===== src/rtl/stbs_pkg.sv =====
`timescale 1ns / 1ps
`default_nettype none

package stbs_pkg;

  localparam int COUNT_W = 11;
  localparam int INDEX_W = 10;
  localparam int DATA_W  = 32;

  localparam logic OP_WRITE  = 1'b0;
  localparam logic OP_SEARCH = 1'b1;

  typedef enum logic [1:0] {
    ST_IDLE,
    ST_PROBE,
    ST_FINAL
  } stbs_state_e;

  typedef struct packed {
    logic write;
    logic start;
    logic step;
    logic finish;
  } stbs_cmd_t;

  typedef struct packed {
    logic narrow;
  } stbs_sts_t;

endpackage

`default_nettype wire


===== src/rtl/stbs_ctrl.sv =====
`timescale 1ns / 1ps
`default_nettype none

module stbs_ctrl (
  input  wire logic                clk_i,
  input  wire logic                rst_ni,
  input  wire logic                req_valid_i,
  input  wire logic                req_opcode_i,
  output logic                     req_ready_o,
  output logic                     rsp_valid_o,
  input  wire logic                rsp_ready_i,
  output stbs_pkg::stbs_cmd_t      cmd_o,
  input  wire stbs_pkg::stbs_sts_t sts_i
);
  import stbs_pkg::*;

  stbs_state_e state_q, state_d;
  logic        rsp_valid_q, rsp_valid_d;

  always_comb begin
    state_d = state_q;
    unique case (state_q)
      ST_IDLE: begin
        if (req_valid_i && (req_opcode_i == OP_SEARCH)) begin
          state_d = sts_i.narrow ? ST_PROBE : ST_FINAL;
        end
      end
      ST_PROBE: begin
        state_d = sts_i.narrow ? ST_PROBE : ST_FINAL;
      end
      ST_FINAL: begin
        if (!rsp_valid_q || rsp_ready_i) begin
          state_d = ST_IDLE;
        end
      end
      default: state_d = ST_IDLE;
    endcase
  end

  always_comb begin
    req_ready_o = 1'b0;
    cmd_o       = '0;
    unique case (state_q)
      ST_IDLE: begin
        req_ready_o = 1'b1;
        if (req_valid_i) begin
          cmd_o.write = (req_opcode_i == OP_WRITE);
          cmd_o.start = (req_opcode_i == OP_SEARCH);
        end
      end
      ST_PROBE: begin
        cmd_o.step = 1'b1;
      end
      ST_FINAL: begin
        cmd_o.finish = !rsp_valid_q || rsp_ready_i;
      end
      default: begin
        req_ready_o = 1'b0;
      end
    endcase
  end

  always_comb begin
    if (cmd_o.finish) begin
      rsp_valid_d = 1'b1;
    end else if (rsp_ready_i) begin
      rsp_valid_d = 1'b0;
    end else begin
      rsp_valid_d = rsp_valid_q;
    end
  end

  always_ff @(posedge clk_i or negedge rst_ni) begin
    if (!rst_ni) begin
      state_q     <= ST_IDLE;
      rsp_valid_q <= 1'b0;
    end else begin
      state_q     <= state_d;
      rsp_valid_q <= rsp_valid_d;
    end
  end

  assign rsp_valid_o = rsp_valid_q;

  a_no_overwrite : assert property (@(posedge clk_i) disable iff (!rst_ni)
    cmd_o.finish |-> (!rsp_valid_q || rsp_ready_i))
    else $error("A pending result was overwritten.");

  a_rsp_from_final : assert property (@(posedge clk_i) disable iff (!rst_ni)
    $rose(rsp_valid_q) |-> $past(state_q == ST_FINAL))
    else $error("A result appeared without a final comparison.");

  a_probe_ends_final : assert property (@(posedge clk_i) disable iff (!rst_ni)
    (state_q == ST_PROBE && !sts_i.narrow) |=> (state_q == ST_FINAL))
    else $error("The probe loop did not end in the final comparison.");

  a_write_only_idle : assert property (@(posedge clk_i) disable iff (!rst_ni)
    (cmd_o.write || cmd_o.start) |-> (state_q == ST_IDLE && req_ready_o))
    else $error("A transaction was taken outside the idle state.");

endmodule

`default_nettype wire


===== config.mk =====
export PLATFORM = sky130hd
export DESIGN_NAME = stbs_ctrl
export DESIGN_NICKNAME = d
export VERILOG_FILES = /design/src/rtl/stbs_pkg.sv /design/src/rtl/stbs_ctrl.sv
export SDC_FILE = /design/constraint.sdc
export NUM_CORES = 1
export LEC_CHECK = 0
export BUFFER_PORTS_ARGS = -buffer_cell sky130_fd_sc_hd__buf_4
export CAP_MARGIN = 20
export CORE_AREA = 2 2 39 41
export CTS_CLUSTER_SIZE = 40
export DETAILED_ROUTE_END_ITERATION = 8
export DIE_AREA = 0 0 41 43
export SLEW_MARGIN = 20
export SYNTH_ARGS = -nofsm -noshare
export SYNTH_HDL_FRONTEND = slang
export SYNTH_SLANG_ARGS = --single-unit

===== constraint.sdc =====
create_clock -name clk_i -period 1 [get_ports clk_i]
set_input_delay 0.05 -clock clk_i [delete_from_list [all_inputs] [get_ports clk_i]]
set_output_delay 0.05 -clock clk_i [all_outputs]
set_load 0.02 [all_outputs]

==> reports/metrics.csv, run 1 <==
stage;metric;value;unit
run_status;status;complete, but fails checks;
run_status;failing checks;setup timing;
logic_synthesis;most numerous cell in the Yosys netlist;dfrtp_1;
logic_synthesis;top post-synthesis cells by area;dfrtp_1, nand2b_1, nor2b_1;
final_layout;Area Overhead vs Synth;138;%
floorplanning;Die W;41;um
floorplanning;core area;1380;um2
clock_tree;Max clock buf depth;2;
worst_setup_path;CP endpoint kind;output pin;
placement;DP Worst Slack;69.0;ps
clock_tree;clk root buf;clkbuf_4;
routing;via count;193;
floorplanning;Die Height;43;um
clock_tree;CTS clk-pin slew, worst paths;40;ps
sta;crit path time final;1140;ps
sta;crit share post-route;114;%
run;Max Cap Viol;0;
global_route;largest net degree at the start of global routing;6;
placement;Placed Area;256;um2
clock_tree;CTS tree;built;
final_layout;Nets;41;
worst_setup_path;CP Class;reg2out;
sta;final hold vios;0;
sta;slew at the pin with the worst max-slew slack;223;ps
power_and_ir_drop;Pwr Density;1480;nW/um2
clock_tree;Clock Sinks;3;
logic_synthesis;Distinct cells, synth;11;
routing;routed vias/inst;3.86;
final_layout;share of cells above drive strength 1;73.5;%
sta;setup ws final;-142;ps
logic_synthesis;synth warn;0;
logic_synthesis;Async S/R FF share, synth;100;%
routing;drt pass-1 iters;2;
global_route;initial antenna violation count;0;
floorplanning;I/O pins;12;
logic_synthesis;synthesized area;151;um2
worst_setup_path;crit path max fanout;5;
logic_synthesis;net count after synthesis;21;
logic_synthesis;number of synthesized flops with an enable pin;0;
logic_synthesis;biggest area consumer among synthesized cells;dfrtp_1;
final_layout;Fillers;150;
power_and_ir_drop;Leakage;0.169;nW
logic_synthesis;Mean Syn Cell Area;10.1;um2
worst_setup_path;largest stage delay on the critical path;440;ps
logic_synthesis;synthesized flop and latch total;3;
worst_setup_path;critical-path cell list;nor4b_4 > buf_4;
routing;mean routed wirelength per cell;8.18;um
clock_tree;number of CTS-inserted buffers;3;
sta;fmax;876;MHz
floorplanning;Initial Utilization;10.9;%
power_and_ir_drop;Max VDD drop;0.436;mV
floorplanning;Die ar.;1760;um2
sta;Slew Viols, Final;0;
global_route;met1 GRT Util;4.85;%
sta;TNS Setup;-480;ps
logic_synthesis;sequential share of the synthesized area;49.6;%
final_layout;Ant. Diodes;0;
routing;DRC viols;0;
logic_synthesis;Cells after Synth;15;
global_route;met3 GRT Util;3.14;%
final_layout;final instance area;360;um2
clock_tree;worst skew pair latency;230;ps
routing;Post-DRT Antenna Nets;0;
global_route;first-pass GRT wire length;614;um
global_route;gr usage total;5.73;%
logic_synthesis;top cells by count, synth;dfrtp_1, nand2b_1, nor2b_1;
worst_setup_path;startpoint types;flop;
worst_hold_path;hold crit path type;in2reg;
sta;RSZ-0062 raised after global routing;true;
logic_synthesis;post-synth top area share;49.6;%
placement;HPWL after DPL;299;um
placement;GPL Wtd Cong;0.592;
routing;DRT iter0 DRCs;2;
floorplanning;cell row count;14;
worst_setup_path;Worst EP required;950;ps
worst_setup_path;slowest stage cell, crit path;dfrtp_2;
clock_tree;Max H-tree Level;1;
global_route;GR Layer Usage met2;8.44;%
sta;Worst Skew;3.52;ps
logic_synthesis;Top FF cell, synth;dfrtp_1;
sta;# setup viols final;5;
global_route;vias in the first global route;190;
routing;Post-Route WL;409;um
placement;IO buf count;11;
global_route;Overflow after GRT;0;
worst_setup_path;CP arrival;1090;ps
sta;max_slew headroom;85.1;%
global_route;gr busiest metal;met2;
-- through the flow --
step                      std cells  power, mW  util [%]  hold WS [ps]
after floorplan                  15      0.218         -          -246
after global placement           41      0.273      18.5          -160
after detailed placement         41      0.275      18.5          -157
after CTS                        50      0.537      24.8          30.5
after global routing             50      0.577      26.0          34.3
final                            50      0.534      26.0          33.1
-- cells by family (layout without fill, tap and decap cells) --
kind of cell / Yosys count / in the layout / share of synthesized area, %
simple gates: 9 / 9 / 36.4
flops: 3 / 3 / 49.6
compound gates: 2 / 2 / 9.09
buf+inv: 1 / 20 / 4.96
-- layer usage --
| layer | vias up | part of all wire [%] |
|---|---|---|
| li1 | 92 | - |
| met2 | 9 | 51 |
| met5 | - | 0 |
| met4 | 0 | 0 |
| met3 | 0 | 11 |
| met1 | 92 | 38 |
-- layout by cell type (no fill, tap or decap), drive strengths merged --
master,count
dfrtp,3
buf,15
clkbuf,4
nor2b,2
nor2,1
o32ai,1
nor3b,1
nor4b,1
a21oi,1
dlygate4sd3,1
nand2b,2
and3,1
nand2,1
-- flip-flops by register name (all words and copies together), names as in the netlist --
| name | flops |
|---|---|
| state_q | 2 |
| rsp_valid_o | 1 |
-- what timing repair did --
action                                  in CTS  in global routing
pin swaps                                    2                  1
hold buffers                                 1                  0
hold endpoints to repair                     3                  0
buffers inserted                             4                  0
resized for setup                            5                  3
cloned                                       0                  0
endpoints found under the setup margin       5                  6
-- cell type report --
class | instances | area, um2 | share of cell area [%]
timing repair buffer | 16 | 130 | 36.1
tap | 16 | 20.0 | 5.56
clock buffer | 4 | 26.3 | 7.29
multi-input combinational | 11 | 106 | 29.5
sequential | 3 | 77.6 | 21.5
-- path summary, 6_finish.rpt --
check | start | end | slack [ps] | depth (start not counted)
setup / recovery | state_q[1]$_DFFE_PN0P_ | cmd_o[3] | -140 | 2
hold / removal | sts_i | state_q[1]$_DFFE_PN0P_ | 30 | 2
setup reg to reg | state_q[1]$_DFFE_PN0P_ | state_q[1]$_DFFE_PN0P_ | 60 | 2
hold reg to reg | rsp_valid_o$_DFFE_PN0P_ | rsp_valid_o$_DFFE_PN0P_ | 530 | 2
max in group asynchronous | rst_ni | state_q[1]$_DFFE_PN0P_ | 750 | 2
min in group asynchronous | rst_ni | state_q[0]$_DFFE_PN0P_ | 140 | 2
-- power breakdown --
group / switching, mW / internal [mW] / leakage, nW
registers: 0.0155 / 0.136 / 0.0366
clock network: 0.0574 / 0.149 / 0.0150
logic: 0.0751 / 0.100 / 0.117
-- critical path, delay by kind of cell (launching register included) --
family / cells / cell delay [ps]
buffers and inverters: 1 / 170
AND/OR/NAND/NOR: 1 / 250
flip-flops: 1 / 440
Power figures use the tool's default switching activity.
==> run 2, diff against run 1 <==
--- a/config.mk
+++ b/config.mk
@@ -8,9 +8,12 @@
 export BUFFER_PORTS_ARGS = -buffer_cell sky130_fd_sc_hd__buf_4
 export CAP_MARGIN = 20
 export CORE_AREA = 2 2 39 41
+export CTS_CLUSTER_DIAMETER = 60
 export CTS_CLUSTER_SIZE = 40
 export DETAILED_ROUTE_END_ITERATION = 8
 export DIE_AREA = 0 0 41 43
+export PLACE_DENSITY = 0.32
+export SKIP_CTS_REPAIR_TIMING = 1
 export SLEW_MARGIN = 20
 export SYNTH_ARGS = -nofsm -noshare
 export SYNTH_HDL_FRONTEND = slang
==> run 2 against run 1 <==
Compared with the run above:
- the flow still finishes with violations (setup timing)
- clock power rose by 2%
- total power is 4.5% lower
- sequential power about the same
- clock skew is essentially flat
- flip-flop and latch count unchanged
- register-to-register slack barely moved
- global-route usage increased by 0.31 points
- count of clock-buffer cells in the layout is the same
- sequential share of layout area grew 2.2 points
- routed wire length is 1.2% lower
==> reports/metrics.csv, run 2 (same netlist as run 1, synthesis figures left out) <==
stage;metric;value;unit
run_status;status;complete, but fails checks;
run_status;failing checks;setup timing;
sta;crit path time final;1180;ps
clock_tree;Clock Sinks;3;
routing;routed vias/inst;3.57;
final_layout;commonest non-fill, non-tap cell in the layout;buf_4;
clock_tree;worst skew pair latency;230;ps
sta;slew at the pin with the worst max-slew slack;243;ps
placement;HPWL after DPL;321;um
clock_tree;Max H-tree Level;1;
worst_setup_path;CP arrival;1130;ps
routing;Post-DRT Antenna Nets;0;
worst_setup_path;Reg-to-Reg Start;state_q[0]$_DFFE_PN0P_;
routing;DRT iter0 DRCs;1;
routing;via count;168;
worst_setup_path;CP Class;reg2out;
worst_hold_path;Hold Crit Start;sts_i;
clock_tree;Max clock buf depth;2;
global_route;gr busiest metal;met4;
clock_tree;clk root buf;clkbuf_4;
placement;Placed Area;256;um2
final_layout;Area Overhead vs Synth;116;%
sta;crit share post-route;118;%
final_layout;share of cells above drive strength 1;67.7;%
floorplanning;I/O pins;12;
global_route;met3 GRT Util;3.14;%
worst_setup_path;Worst EP required;950;ps
sta;Worst Skew;3.10;ps
worst_setup_path;crit path max fanout;6;
clock_tree;CTS clk-pin slew, worst paths;40;ps
worst_setup_path;CP endpoint kind;output pin;
sta;setup ws final;-181;ps
global_route;Overflow after GRT;0;
power_and_ir_drop;Leakage;0.150;nW
placement;IO buf count;11;
clock_tree;number of CTS-inserted buffers;3;
sta;RSZ-0062 raised after global routing;true;
run;Max Cap Viol;0;
sta;final hold vios;0;
floorplanning;Die Height;43;um
floorplanning;Initial Utilization;10.9;%
global_route;GR Layer Usage met2;8.44;%
routing;drt pass-1 iters;2;
power_and_ir_drop;Pwr Density;1560;nW/um2
final_layout;Nets;38;
sta;# setup viols final;5;
global_route;initial antenna violation count;0;
placement;GPL Wtd Cong;0.540;
floorplanning;core area;1380;um2
sta;Slew Viols, Final;0;
final_layout;Ant. Diodes;0;
sta;max_slew headroom;83.7;%
power_and_ir_drop;Max VDD drop;0.306;mV
worst_hold_path;hold crit path type;in2reg;
sta;fmax;847;MHz
global_route;largest net degree at the start of global routing;7;
placement;DP Worst Slack;45.0;ps
final_layout;most frequent cells in the layout;buf_4, clkbuf_4, nor2b_1, dfrtp_2;
routing;mean routed wirelength per cell;8.60;um
routing;DRC viols;0;
global_route;gr usage total;6.04;%
clock_tree;CTS tree;built;
final_layout;final instance area;327;um2
floorplanning;cell row count;14;
global_route;met1 GRT Util;3.90;%
final_layout;Largest register FFs;2;
final_layout;largest reg by FF count;state_q;
worst_setup_path;startpoint types;flop;
global_route;vias in the first global route;174;
floorplanning;Die W;41;um
sta;TNS Setup;-483;ps
floorplanning;Die ar.;1760;um2
worst_setup_path;worst setup path startpoint;state_q[1]$_DFFE_PN0P_;
global_route;first-pass GRT wire length;593;um
routing;Post-Route WL;404;um
[run 2: cell count changes in the layout (fill, tap and decap cells not counted), sizes merged]
cell,previous run,this run
buf,15,12
[run 2: final timing paths]
kind | slack (ps) | end | depth (start not counted)
worst max-delay path | -180 | cmd_o[3] | 2
worst min-delay path | 30 | state_q[1]$_DFFE_PN0P_ | 2
worst max register to register | 50 | state_q[1]$_DFFE_PN0P_ | 3
worst min register to register | 510 | rsp_valid_o$_DFFE_PN0P_ | 2
max in group asynchronous | 750 | state_q[0]$_DFFE_PN0P_ | 2
min in group asynchronous | 140 | state_q[1]$_DFFE_PN0P_ | 2
[run 2: area by class of cell]
type | count | area, um2
multi-input combinational | 11 | 98.8
clock buffer | 4 | 26.3
tap | 16 | 20.0
sequential | 3 | 77.6
fill | 151 | 1060
timing repair buffer | 13 | 104
[run 2: metal layers]
layer  share of wire, %  vias to the layer above  wire [um]
met2                 54                        8        220
met5                  0                        -          0
met4                  0                        0          0
met1                 31                       76        127
met3                 14                        0         56
li1                   -                       84          -
[run 2: worst max-delay path: stages (launching register included)]
cell and delay [ps]:
dfrtp_2 460, nor4b_4 260, buf_4 180
[run 2: per-stage QoR]
step	hold slack [ps]	cells	util, %	power (mW)
5_1_grt	35.9	47	23.6	0.542
6_report	29.9	47	23.6	0.510
3_3_place_gp	-158	41	18.5	0.277
3_5_place_dp	-159	41	18.5	0.276
4_1_cts	-413	45	20.4	0.500
2_1_floorplan	-246	15	-	0.218
[run 2: power breakdown]
| part | switching [mW] | leakage [nW] | total (mW) | internal [mW] |
|---|---|---|---|---|
| clock network | 0.0619 | 0.0150 | 0.211 | 0.150 |
| registers | 0.0184 | 0.0366 | 0.155 | 0.136 |
| logic | 0.0649 | 0.0987 | 0.144 | 0.0787 |
| total | 0.145 | 0.150 | 0.510 | 0.364 |
